==> src/rtl/core/bfu_pkg.sv <==
// ----------------------------------------------------------------------------
// bfu_pkg
// Shared constants and types for the battery filter and undervoltage lockout.
// ----------------------------------------------------------------------------
package bfu_pkg;

  localparam int SAMPLE_BITS_DEFAULT  = 10;
  localparam int GAIN_SHIFT_DEFAULT   = 11;
  localparam int COUNTER_BITS_DEFAULT = 14;

  localparam int CFG_INDEX_BITS = 3;
  localparam int CFG_DATA_BITS  = 32;

  localparam int DEC_INTERVAL_RESET  = 9345;
  localparam int LOCKOUT_THR_RESET   = 263;
  localparam int NO_BATTERY_THR_RESET = 169;
  localparam int KEEP_GAIN_RESET     = 1843;
  localparam int ADD_GAIN_RESET      = 204;

  typedef enum logic [CFG_INDEX_BITS-1:0] {
    REG_DEC_INTERVAL   = 3'd0,
    REG_LOCKOUT_THR    = 3'd1,
    REG_NO_BATTERY_THR = 3'd2,
    REG_KEEP_GAIN      = 3'd3,
    REG_ADD_GAIN       = 3'd4
  } cfg_reg_t;

endpackage

==> src/rtl/core/bfu_if.sv <==
// ----------------------------------------------------------------------------
// bfu channel interfaces
// Valid/ready channels for samples, results and register writes.
// ----------------------------------------------------------------------------
interface bfu_sample_if #(
  parameter int SAMPLE_BITS = bfu_pkg::SAMPLE_BITS_DEFAULT
);
  logic                   valid;
  logic                   ready;
  logic [SAMPLE_BITS-1:0] battery_sample;

  modport source (output valid, output battery_sample, input ready);
  modport sink   (input valid, input battery_sample, output ready);
endinterface

interface bfu_result_if #(
  parameter int SAMPLE_BITS = bfu_pkg::SAMPLE_BITS_DEFAULT
);
  logic                   valid;
  logic                   ready;
  logic [SAMPLE_BITS-1:0] filtered_voltage;
  logic [SAMPLE_BITS-1:0] decimated_voltage;
  logic                   decimation_strobe;
  logic                   lockout;

  modport source (output valid, output filtered_voltage, output decimated_voltage,
                  output decimation_strobe, output lockout, input ready);
  modport sink   (input valid, input filtered_voltage, input decimated_voltage,
                  input decimation_strobe, input lockout, output ready);
endinterface

interface bfu_cfg_if;
  logic                                valid;
  logic                                ready;
  logic [bfu_pkg::CFG_INDEX_BITS-1:0]  index;
  logic [bfu_pkg::CFG_DATA_BITS-1:0]   data;

  modport source (output valid, output index, output data, input ready);
  modport sink   (input valid, input index, input data, output ready);
endinterface

==> src/rtl/core/bfu_filter.sv <==
// ----------------------------------------------------------------------------
// bfu_filter
// Fixed-point exponential average update with saturation.
// ----------------------------------------------------------------------------
module bfu_filter #(
  parameter int SAMPLE_BITS = bfu_pkg::SAMPLE_BITS_DEFAULT,
  parameter int GAIN_SHIFT  = bfu_pkg::GAIN_SHIFT_DEFAULT
) (
  input  logic [SAMPLE_BITS-1:0] average,
  input  logic [SAMPLE_BITS-1:0] sample,
  input  logic [GAIN_SHIFT-1:0]  keep_gain,
  input  logic [GAIN_SHIFT-1:0]  add_gain,
  output logic [SAMPLE_BITS-1:0] filtered
);

  localparam int PROD_BITS = SAMPLE_BITS + GAIN_SHIFT;
  localparam int SUM_BITS  = PROD_BITS + 1;

  logic [PROD_BITS-1:0]     keep_prod;
  logic [PROD_BITS-1:0]     add_prod;
  logic [SUM_BITS-1:0]      sum;
  logic [SAMPLE_BITS:0]     scaled;

  assign keep_prod = PROD_BITS'(average) * PROD_BITS'(keep_gain);
  assign add_prod  = PROD_BITS'(sample) * PROD_BITS'(add_gain);
  assign sum       = SUM_BITS'(keep_prod) + SUM_BITS'(add_prod);
  assign scaled    = sum[SUM_BITS-1:GAIN_SHIFT];
  assign filtered  = scaled[SAMPLE_BITS] ? {SAMPLE_BITS{1'b1}} : scaled[SAMPLE_BITS-1:0];

endmodule

==> src/rtl/core/battery_filter_undervoltage_lockout.sv <==
// ----------------------------------------------------------------------------
// battery_filter_undervoltage_lockout
// Exponential average of battery samples, decimation and latched lockout.
// ----------------------------------------------------------------------------
// channel  modport  payload
// sample   sink     battery_sample
// result   source   filtered_voltage, decimated_voltage, decimation_strobe, lockout
// cfg      sink     index, data (always ready)
//
// One item per cycle sustained while result is not stalled. An accepted sample sits
// in the input register, then the filter update lands in the result register together
// with result valid.
// rst clears the pipeline, the filter state and restores register defaults.
// A stalled result holds the pipeline; one item waits in the input register.
// ----------------------------------------------------------------------------
module battery_filter_undervoltage_lockout #(
  parameter int SAMPLE_BITS  = bfu_pkg::SAMPLE_BITS_DEFAULT,
  parameter int GAIN_SHIFT   = bfu_pkg::GAIN_SHIFT_DEFAULT,
  parameter int COUNTER_BITS = bfu_pkg::COUNTER_BITS_DEFAULT
) (
  input  logic   clk,
  input  logic   rst,
  bfu_sample_if.sink   sample,
  bfu_result_if.source result,
  bfu_cfg_if.sink      cfg
);

  logic [COUNTER_BITS-1:0] dec_interval;
  logic [SAMPLE_BITS-1:0]  lockout_thr;
  logic [SAMPLE_BITS-1:0]  no_battery_thr;
  logic [GAIN_SHIFT-1:0]   keep_gain;
  logic [GAIN_SHIFT-1:0]   add_gain;

  logic                    in_valid;
  logic [SAMPLE_BITS-1:0]  in_sample;

  logic [SAMPLE_BITS-1:0]  average;
  logic [SAMPLE_BITS-1:0]  current_dec;
  logic [SAMPLE_BITS-1:0]  previous_dec;
  logic [COUNTER_BITS-1:0] counter;
  logic                    seeded;
  logic                    lockout;

  logic                    out_valid;
  logic [SAMPLE_BITS-1:0]  out_filtered;
  logic [SAMPLE_BITS-1:0]  out_decimated;
  logic                    out_strobe;

  logic                    advance;
  logic [SAMPLE_BITS-1:0]  filter_out;
  logic [SAMPLE_BITS-1:0]  average_next;
  logic [SAMPLE_BITS-1:0]  current_next;
  logic [SAMPLE_BITS-1:0]  previous_next;
  logic [COUNTER_BITS-1:0] counter_next;
  logic [COUNTER_BITS:0]   count_inc;
  logic [SAMPLE_BITS-1:0]  current_seed;
  logic                    strobe_next;
  logic                    lockout_next;

  assign cfg.ready    = 1'b1;
  assign advance      = !out_valid || result.ready;
  assign sample.ready = !in_valid || advance;

  assign result.valid             = out_valid;
  assign result.filtered_voltage  = out_filtered;
  assign result.decimated_voltage = out_decimated;
  assign result.decimation_strobe = out_strobe;
  assign result.lockout           = lockout;

  bfu_filter #(
    .SAMPLE_BITS (SAMPLE_BITS),
    .GAIN_SHIFT  (GAIN_SHIFT)
  ) u_filter (
    .average   (average),
    .sample    (in_sample),
    .keep_gain (keep_gain),
    .add_gain  (add_gain),
    .filtered  (filter_out)
  );

  always_comb begin
    average_next  = seeded ? filter_out : in_sample;
    current_seed  = seeded ? current_dec : in_sample;
    count_inc     = {1'b0, counter} + {{COUNTER_BITS{1'b0}}, 1'b1};
    strobe_next   = count_inc > {1'b0, dec_interval};
    current_next  = current_seed;
    previous_next = seeded ? previous_dec : in_sample;
    counter_next  = count_inc[COUNTER_BITS-1:0];
    lockout_next  = lockout;
    if (strobe_next) begin
      counter_next  = '0;
      previous_next = current_seed;
      current_next  = average_next;
      if (average_next <= lockout_thr && current_seed <= lockout_thr &&
          in_sample > no_battery_thr) begin
        lockout_next = 1'b1;
      end
    end
  end

  always_ff @(posedge clk) begin
    if (rst) begin
      dec_interval   <= COUNTER_BITS'(bfu_pkg::DEC_INTERVAL_RESET);
      lockout_thr    <= SAMPLE_BITS'(bfu_pkg::LOCKOUT_THR_RESET);
      no_battery_thr <= SAMPLE_BITS'(bfu_pkg::NO_BATTERY_THR_RESET);
      keep_gain      <= GAIN_SHIFT'(bfu_pkg::KEEP_GAIN_RESET);
      add_gain       <= GAIN_SHIFT'(bfu_pkg::ADD_GAIN_RESET);
    end else if (cfg.valid) begin
      unique case (bfu_pkg::cfg_reg_t'(cfg.index))
        bfu_pkg::REG_DEC_INTERVAL:   dec_interval   <= cfg.data[COUNTER_BITS-1:0];
        bfu_pkg::REG_LOCKOUT_THR:    lockout_thr    <= cfg.data[SAMPLE_BITS-1:0];
        bfu_pkg::REG_NO_BATTERY_THR: no_battery_thr <= cfg.data[SAMPLE_BITS-1:0];
        bfu_pkg::REG_KEEP_GAIN:      keep_gain      <= cfg.data[GAIN_SHIFT-1:0];
        bfu_pkg::REG_ADD_GAIN:       add_gain       <= cfg.data[GAIN_SHIFT-1:0];
        default: ;
      endcase
    end
  end

  always_ff @(posedge clk) begin
    if (rst) begin
      in_valid     <= 1'b0;
      out_valid    <= 1'b0;
      average      <= '0;
      current_dec  <= '0;
      previous_dec <= '0;
      counter      <= '0;
      seeded       <= 1'b0;
      lockout      <= 1'b0;
    end else begin
      if (sample.valid && sample.ready) begin
        in_valid  <= 1'b1;
        in_sample <= sample.battery_sample;
      end else if (advance) begin
        in_valid  <= 1'b0;
      end
      if (advance) begin
        out_valid <= in_valid;
      end
      if (in_valid && advance) begin
        average       <= average_next;
        current_dec   <= current_next;
        previous_dec  <= previous_next;
        counter       <= counter_next;
        seeded        <= 1'b1;
        lockout       <= lockout_next;
        out_filtered  <= average_next;
        out_decimated <= current_next;
        out_strobe    <= strobe_next;
      end
    end
  end

endmodule

==> src/flat_wrapper.sv <==
// flat-port wrapper written by rule: the top's interface ports become plain ports
module battery_filter_undervoltage_lockout_flat 
#(
  parameter int SAMPLE_BITS  = bfu_pkg::SAMPLE_BITS_DEFAULT,
  parameter int GAIN_SHIFT   = bfu_pkg::GAIN_SHIFT_DEFAULT,
  parameter int COUNTER_BITS = bfu_pkg::COUNTER_BITS_DEFAULT
)
  (clk, rst, sample_valid, sample_battery_sample, sample_ready, result_valid, result_filtered_voltage, result_decimated_voltage, result_decimation_strobe, result_lockout, result_ready, cfg_valid, cfg_index, cfg_data, cfg_ready);
  bfu_sample_if #(.SAMPLE_BITS(SAMPLE_BITS)) sample_i ();
  bfu_result_if #(.SAMPLE_BITS(SAMPLE_BITS)) result_i ();
  bfu_cfg_if cfg_i ();
  input  logic clk;
  input  logic rst;
  input wire logic [$bits(sample_i.valid)-1:0] sample_valid;
  input wire logic [$bits(sample_i.battery_sample)-1:0] sample_battery_sample;
  output wire logic [$bits(sample_i.ready)-1:0] sample_ready;
  output wire logic [$bits(result_i.valid)-1:0] result_valid;
  output wire logic [$bits(result_i.filtered_voltage)-1:0] result_filtered_voltage;
  output wire logic [$bits(result_i.decimated_voltage)-1:0] result_decimated_voltage;
  output wire logic [$bits(result_i.decimation_strobe)-1:0] result_decimation_strobe;
  output wire logic [$bits(result_i.lockout)-1:0] result_lockout;
  input wire logic [$bits(result_i.ready)-1:0] result_ready;
  input wire logic [$bits(cfg_i.valid)-1:0] cfg_valid;
  input wire logic [$bits(cfg_i.index)-1:0] cfg_index;
  input wire logic [$bits(cfg_i.data)-1:0] cfg_data;
  output wire logic [$bits(cfg_i.ready)-1:0] cfg_ready;
  assign sample_i.valid = sample_valid;
  assign sample_i.battery_sample = sample_battery_sample;
  assign sample_ready = sample_i.ready;
  assign result_valid = result_i.valid;
  assign result_filtered_voltage = result_i.filtered_voltage;
  assign result_decimated_voltage = result_i.decimated_voltage;
  assign result_decimation_strobe = result_i.decimation_strobe;
  assign result_lockout = result_i.lockout;
  assign result_i.ready = result_ready;
  assign cfg_i.valid = cfg_valid;
  assign cfg_i.index = cfg_index;
  assign cfg_i.data = cfg_data;
  assign cfg_ready = cfg_i.ready;
  battery_filter_undervoltage_lockout #(.SAMPLE_BITS(SAMPLE_BITS), .GAIN_SHIFT(GAIN_SHIFT), .COUNTER_BITS(COUNTER_BITS)) u_core (.clk(clk), .rst(rst), .sample(sample_i), .result(result_i), .cfg(cfg_i));
endmodule
==> config.mk <==
export PLATFORM = sky130hd
export DESIGN_NAME = battery_filter_undervoltage_lockout_flat
export DESIGN_NICKNAME = d
export VERILOG_FILES = /design/src/rtl/core/bfu_pkg.sv /design/src/rtl/core/bfu_if.sv /design/src/rtl/core/bfu_filter.sv /design/src/rtl/core/battery_filter_undervoltage_lockout.sv /design/src/flat_wrapper.sv
export SDC_FILE = /design/constraint.sdc
export NUM_CORES = 1
export LEC_CHECK = 0
export BUFFER_PORTS_ARGS = -buffer_cell sky130_fd_sc_hd__buf_2
export CORE_MARGIN = 5
export CORE_UTILIZATION = 60
export DETAILED_ROUTE_END_ITERATION = 8
export PLACE_DENSITY = 0.79
export SLEW_MARGIN = 20
export SYNTH_ARGS = -nofsm -noshare
export SYNTH_HDL_FRONTEND = slang
export SYNTH_HIERARCHICAL = 1
export SYNTH_SLANG_ARGS = --single-unit
==> constraint.sdc <==
create_clock -name clk -period 19.1 [get_ports clk]
set_input_delay 2.865 -clock clk [delete_from_list [all_inputs] [get_ports clk]]
set_output_delay 2.865 -clock clk [all_outputs]
set_load 0.03 [all_outputs]
==> results_dict.tcl <==
set metrics [dict create \
    clock_tree.root_cell "clkbuf_16" \
    rows 55 \
    dr.max_layer_used "met4" \
    tightest_slew_ns 1.01 \
    routed-wl-met3_um 2360 \
    final_cell_area_um2 14700 \
    startpoint_type "flop" \
    hold_viol_final 0 \
    clkTransAtPathRegs_ns 0.06 \
    first_iter_violations 974 \
    syn_avg_cell_area_um2 9.18 \
    synthCells 1499 \
    wl_per_cell_um 18.7 \
    viasPerCell 5.85 \
    synth_warnings 6 \
    ios 75 \
    fin_worst_skew_ns 0.0129 \
    r2r_start "u_core/in_sample[1]" \
    dp_hpwl_um 25400 \
    synth-async-reset-ratio 0 \
    cp_common_cell "fa_1" \
    clock_sinks 125 \
    setup_tns_ns 0 \
    layout_commonest_cell "inv_1" \
    core_area_um2 22600 \
    grt_pass1_vias 10747 \
    area_growth_pct 6.82 \
    die_area_um2 26100 \
    r2r-end "u_core/result.lockout" \
    rsz0062_at_grt "false" \
    hold_slack_ns 0.454 \
    grt_overflow 0 \
    mostFrequentLayoutCells "250 x inv_1, 196 x nand2_1, 176 x fa_1" \
    fill_cells 1829 \
    htree_levels 4 \
    ir_drop_v 0.000131 \
    port_buffers 55 \
    num_vias 10562 \
    slowest_stage "edfxtp_1" \
    cts_setup_buffers 0 \
    drc 0 \
    relSlewSlack 0.322 \
    arrival_ns 8.70 \
    ys.flop_type "dfxtp_1" \
    worstHoldStart "u_core/current_dec[5]" \
    wl_met1_um 14400 \
    r2r_cells 29 \
    leakage_nw 6.98 \
    status "finished, final reports clean" \
    grt_usage 0.265 \
    period_share 0.439 \
    ys_seq_area_frac 0.204 \
    p_per_area_nw_per_um2 121 \
    min_path_cells 2 \
    drt_wl_total_um 33800 \
    drv_cap 0 \
    cts_tree "built" \
    cts_resized 0 \
    drv_slew 0 \
    antenna_found_initial 1 \
    worst_slack_ns 10.71 \
    path_class "flop to flop" \
    netlist_area_um2 13800 \
    min_period_ns 8.39 \
    place_ws_ns 10.89 \
    place_area_um2 14100 \
    grt_max_degree 98 \
    cts_hold_buffers 0 \
    hp-class "flop to flop" \
    ys_types 76 \
    required_ns 19.41 \
    worstSetupEndpointType "flop" \
    drive_above_1_share 0.0955 \
    r2r_setup_slack_ns 10.71 \
    die_y_um 161 \
    clockBufferDepth 2 \
    critPathMaxStageDelay_ns 0.80 \
    clk_latency_ns 0.42 \
    synth-edff-count 31 \
    hold_path_end "u_core/current_dec[5]" \
    ys_ff_latch 125 \
    die_width_um 161 \
    gp_congestion 0.942 \
    cts-buffers-inserted 17 \
    firstDrtPassIters 7 \
    route.antenna.remaining_nets 0 \
    grt_pass1_wl_um 55100 \
    synth_nets 1870 \
    critPathMaxFanout 14 \
    start_util 0.608 \
    fmax_ghz 0.119 \
    setup_viol 0 \
    wl_met2_um 16300 \
    final_nets 1877 \
]
==> critical path: cells and delay by family, from the launching register on <==
kind	cells	cell delay, ns
compound gates	9	1.82
simple gates	3	0.50
fa+ha+maj	9	4.09
flops	1	0.80
mux	2	0.67
buf+inv	6	0.36
==> sequential cells by signal (all words and copies together), names as in the netlist <==
signal                           flops
u_core/seeded                        1
u_core/no_battery_thr               10
u_core/counter                      14
u_core/result.lockout                1
u_core/add_gain                     11
u_core/average                      10
u_core/keep_gain                    11
u_core/dec_interval                 14
u_core/in_valid                      1
u_core/result.decimated_voltage     10
u_core/result.filtered_voltage      10
u_core/in_sample                    10
u_core/result.valid                  1
u_core/current_dec                  10
u_core/lockout_thr                  10
u_core/result.decimation_strobe      1
==> metrics by stage <==
stage	utilization	power (mW)	instances
floorplan	-	1.18	1499
global placement	0.624	1.43	1772
detailed placement	0.624	1.45	1772
CTS	0.649	1.78	1804
global route	0.649	1.94	1804
finish	0.649	1.78	1805
==> worst max-delay path by stage <==
stage | start | endpoint | cells past startpoint | slack (ns)
after global routing | u_core/in_sample[1] | u_core/result.lockout | 29 | 10.30
after floorplan | u_core/in_sample[1] | u_core/result.lockout | 30 | 11.81
after CTS | u_core/in_sample[1] | u_core/result.lockout | 29 | 10.79
final | u_core/in_sample[1] | u_core/result.lockout | 29 | 10.71
after global placement | u_core/in_sample[2] | u_core/result.lockout | 29 | 10.98
after detailed placement | u_core/in_sample[1] | u_core/result.lockout | 29 | 10.89
==> kinds of logic (layout without fill, tap and decap cells) <==
kind of cell | after synthesis | after routing | synth area share
AND/OR/NAND/NOR | 478 | 478 | 0.176
flip-flops | 125 | 125 | 0.204
buffers and inverters | 326 | 346 | 0.0931
AO/OA/AOI/OAI | 196 | 196 | 0.0999
multiplexers | 31 | 31 | 0.0234
XOR/XNOR | 21 | 21 | 0.0147
other | 1 | 2 | 0.000273
adder cells (fa/ha/maj) | 321 | 321 | 0.388
==> layout make-up <==
type / instances / area, um2 / area share
Inverter: 251 / 945 / 0.0643
Antenna cell: 1 / 2.50 / 0.000170
Tap cell: 285 / 357 / 0.0243
Clock inverter: 15 / 148 / 0.0100
Clock buffer: 17 / 425 / 0.0289
Multi-Input combinational cell: 1048 / 9670 / 0.658
Sequential cell: 125 / 2810 / 0.191
Timing Repair Buffer: 63 / 335 / 0.0228
==> synth_stat cells (all sizes together), types with 20 or more instances <==
cell	count	area share
inv	251	0.069
ha	145	0.13
nand3	23	0.0095
nor2	52	0.014
clkbuf	65	0.020
a211oi	20	0.012
and2	135	0.062
fa	176	0.26
edfxtp	31	0.068
nand2	197	0.054
a21oi	69	0.026
dfxtp	94	0.14
mux2i	22	0.016
o21ai	22	0.0088
==> power breakdown <==
part | total [mW] | internal, mW | switching (mW)
Clock | 0.311 | 0.173 | 0.138
Sequential | 0.313 | 0.289 | 0.0237
Combinational | 1.15 | 0.471 | 0.683
Total | 1.78 | 0.934 | 0.844
==> per-layer routing <==
| metal | up-vias | track usage |
|---|---|---|
| met5 | - | 0 |
| li1 | 4843 | - |
| met1 | 5266 | 0.368 |
| met3 | 42 | 0.0424 |
| met4 | 0 | 0.0713 |
| met2 | 411 | 0.434 |
No activity file was read; power rests on OpenSTA's default activity.
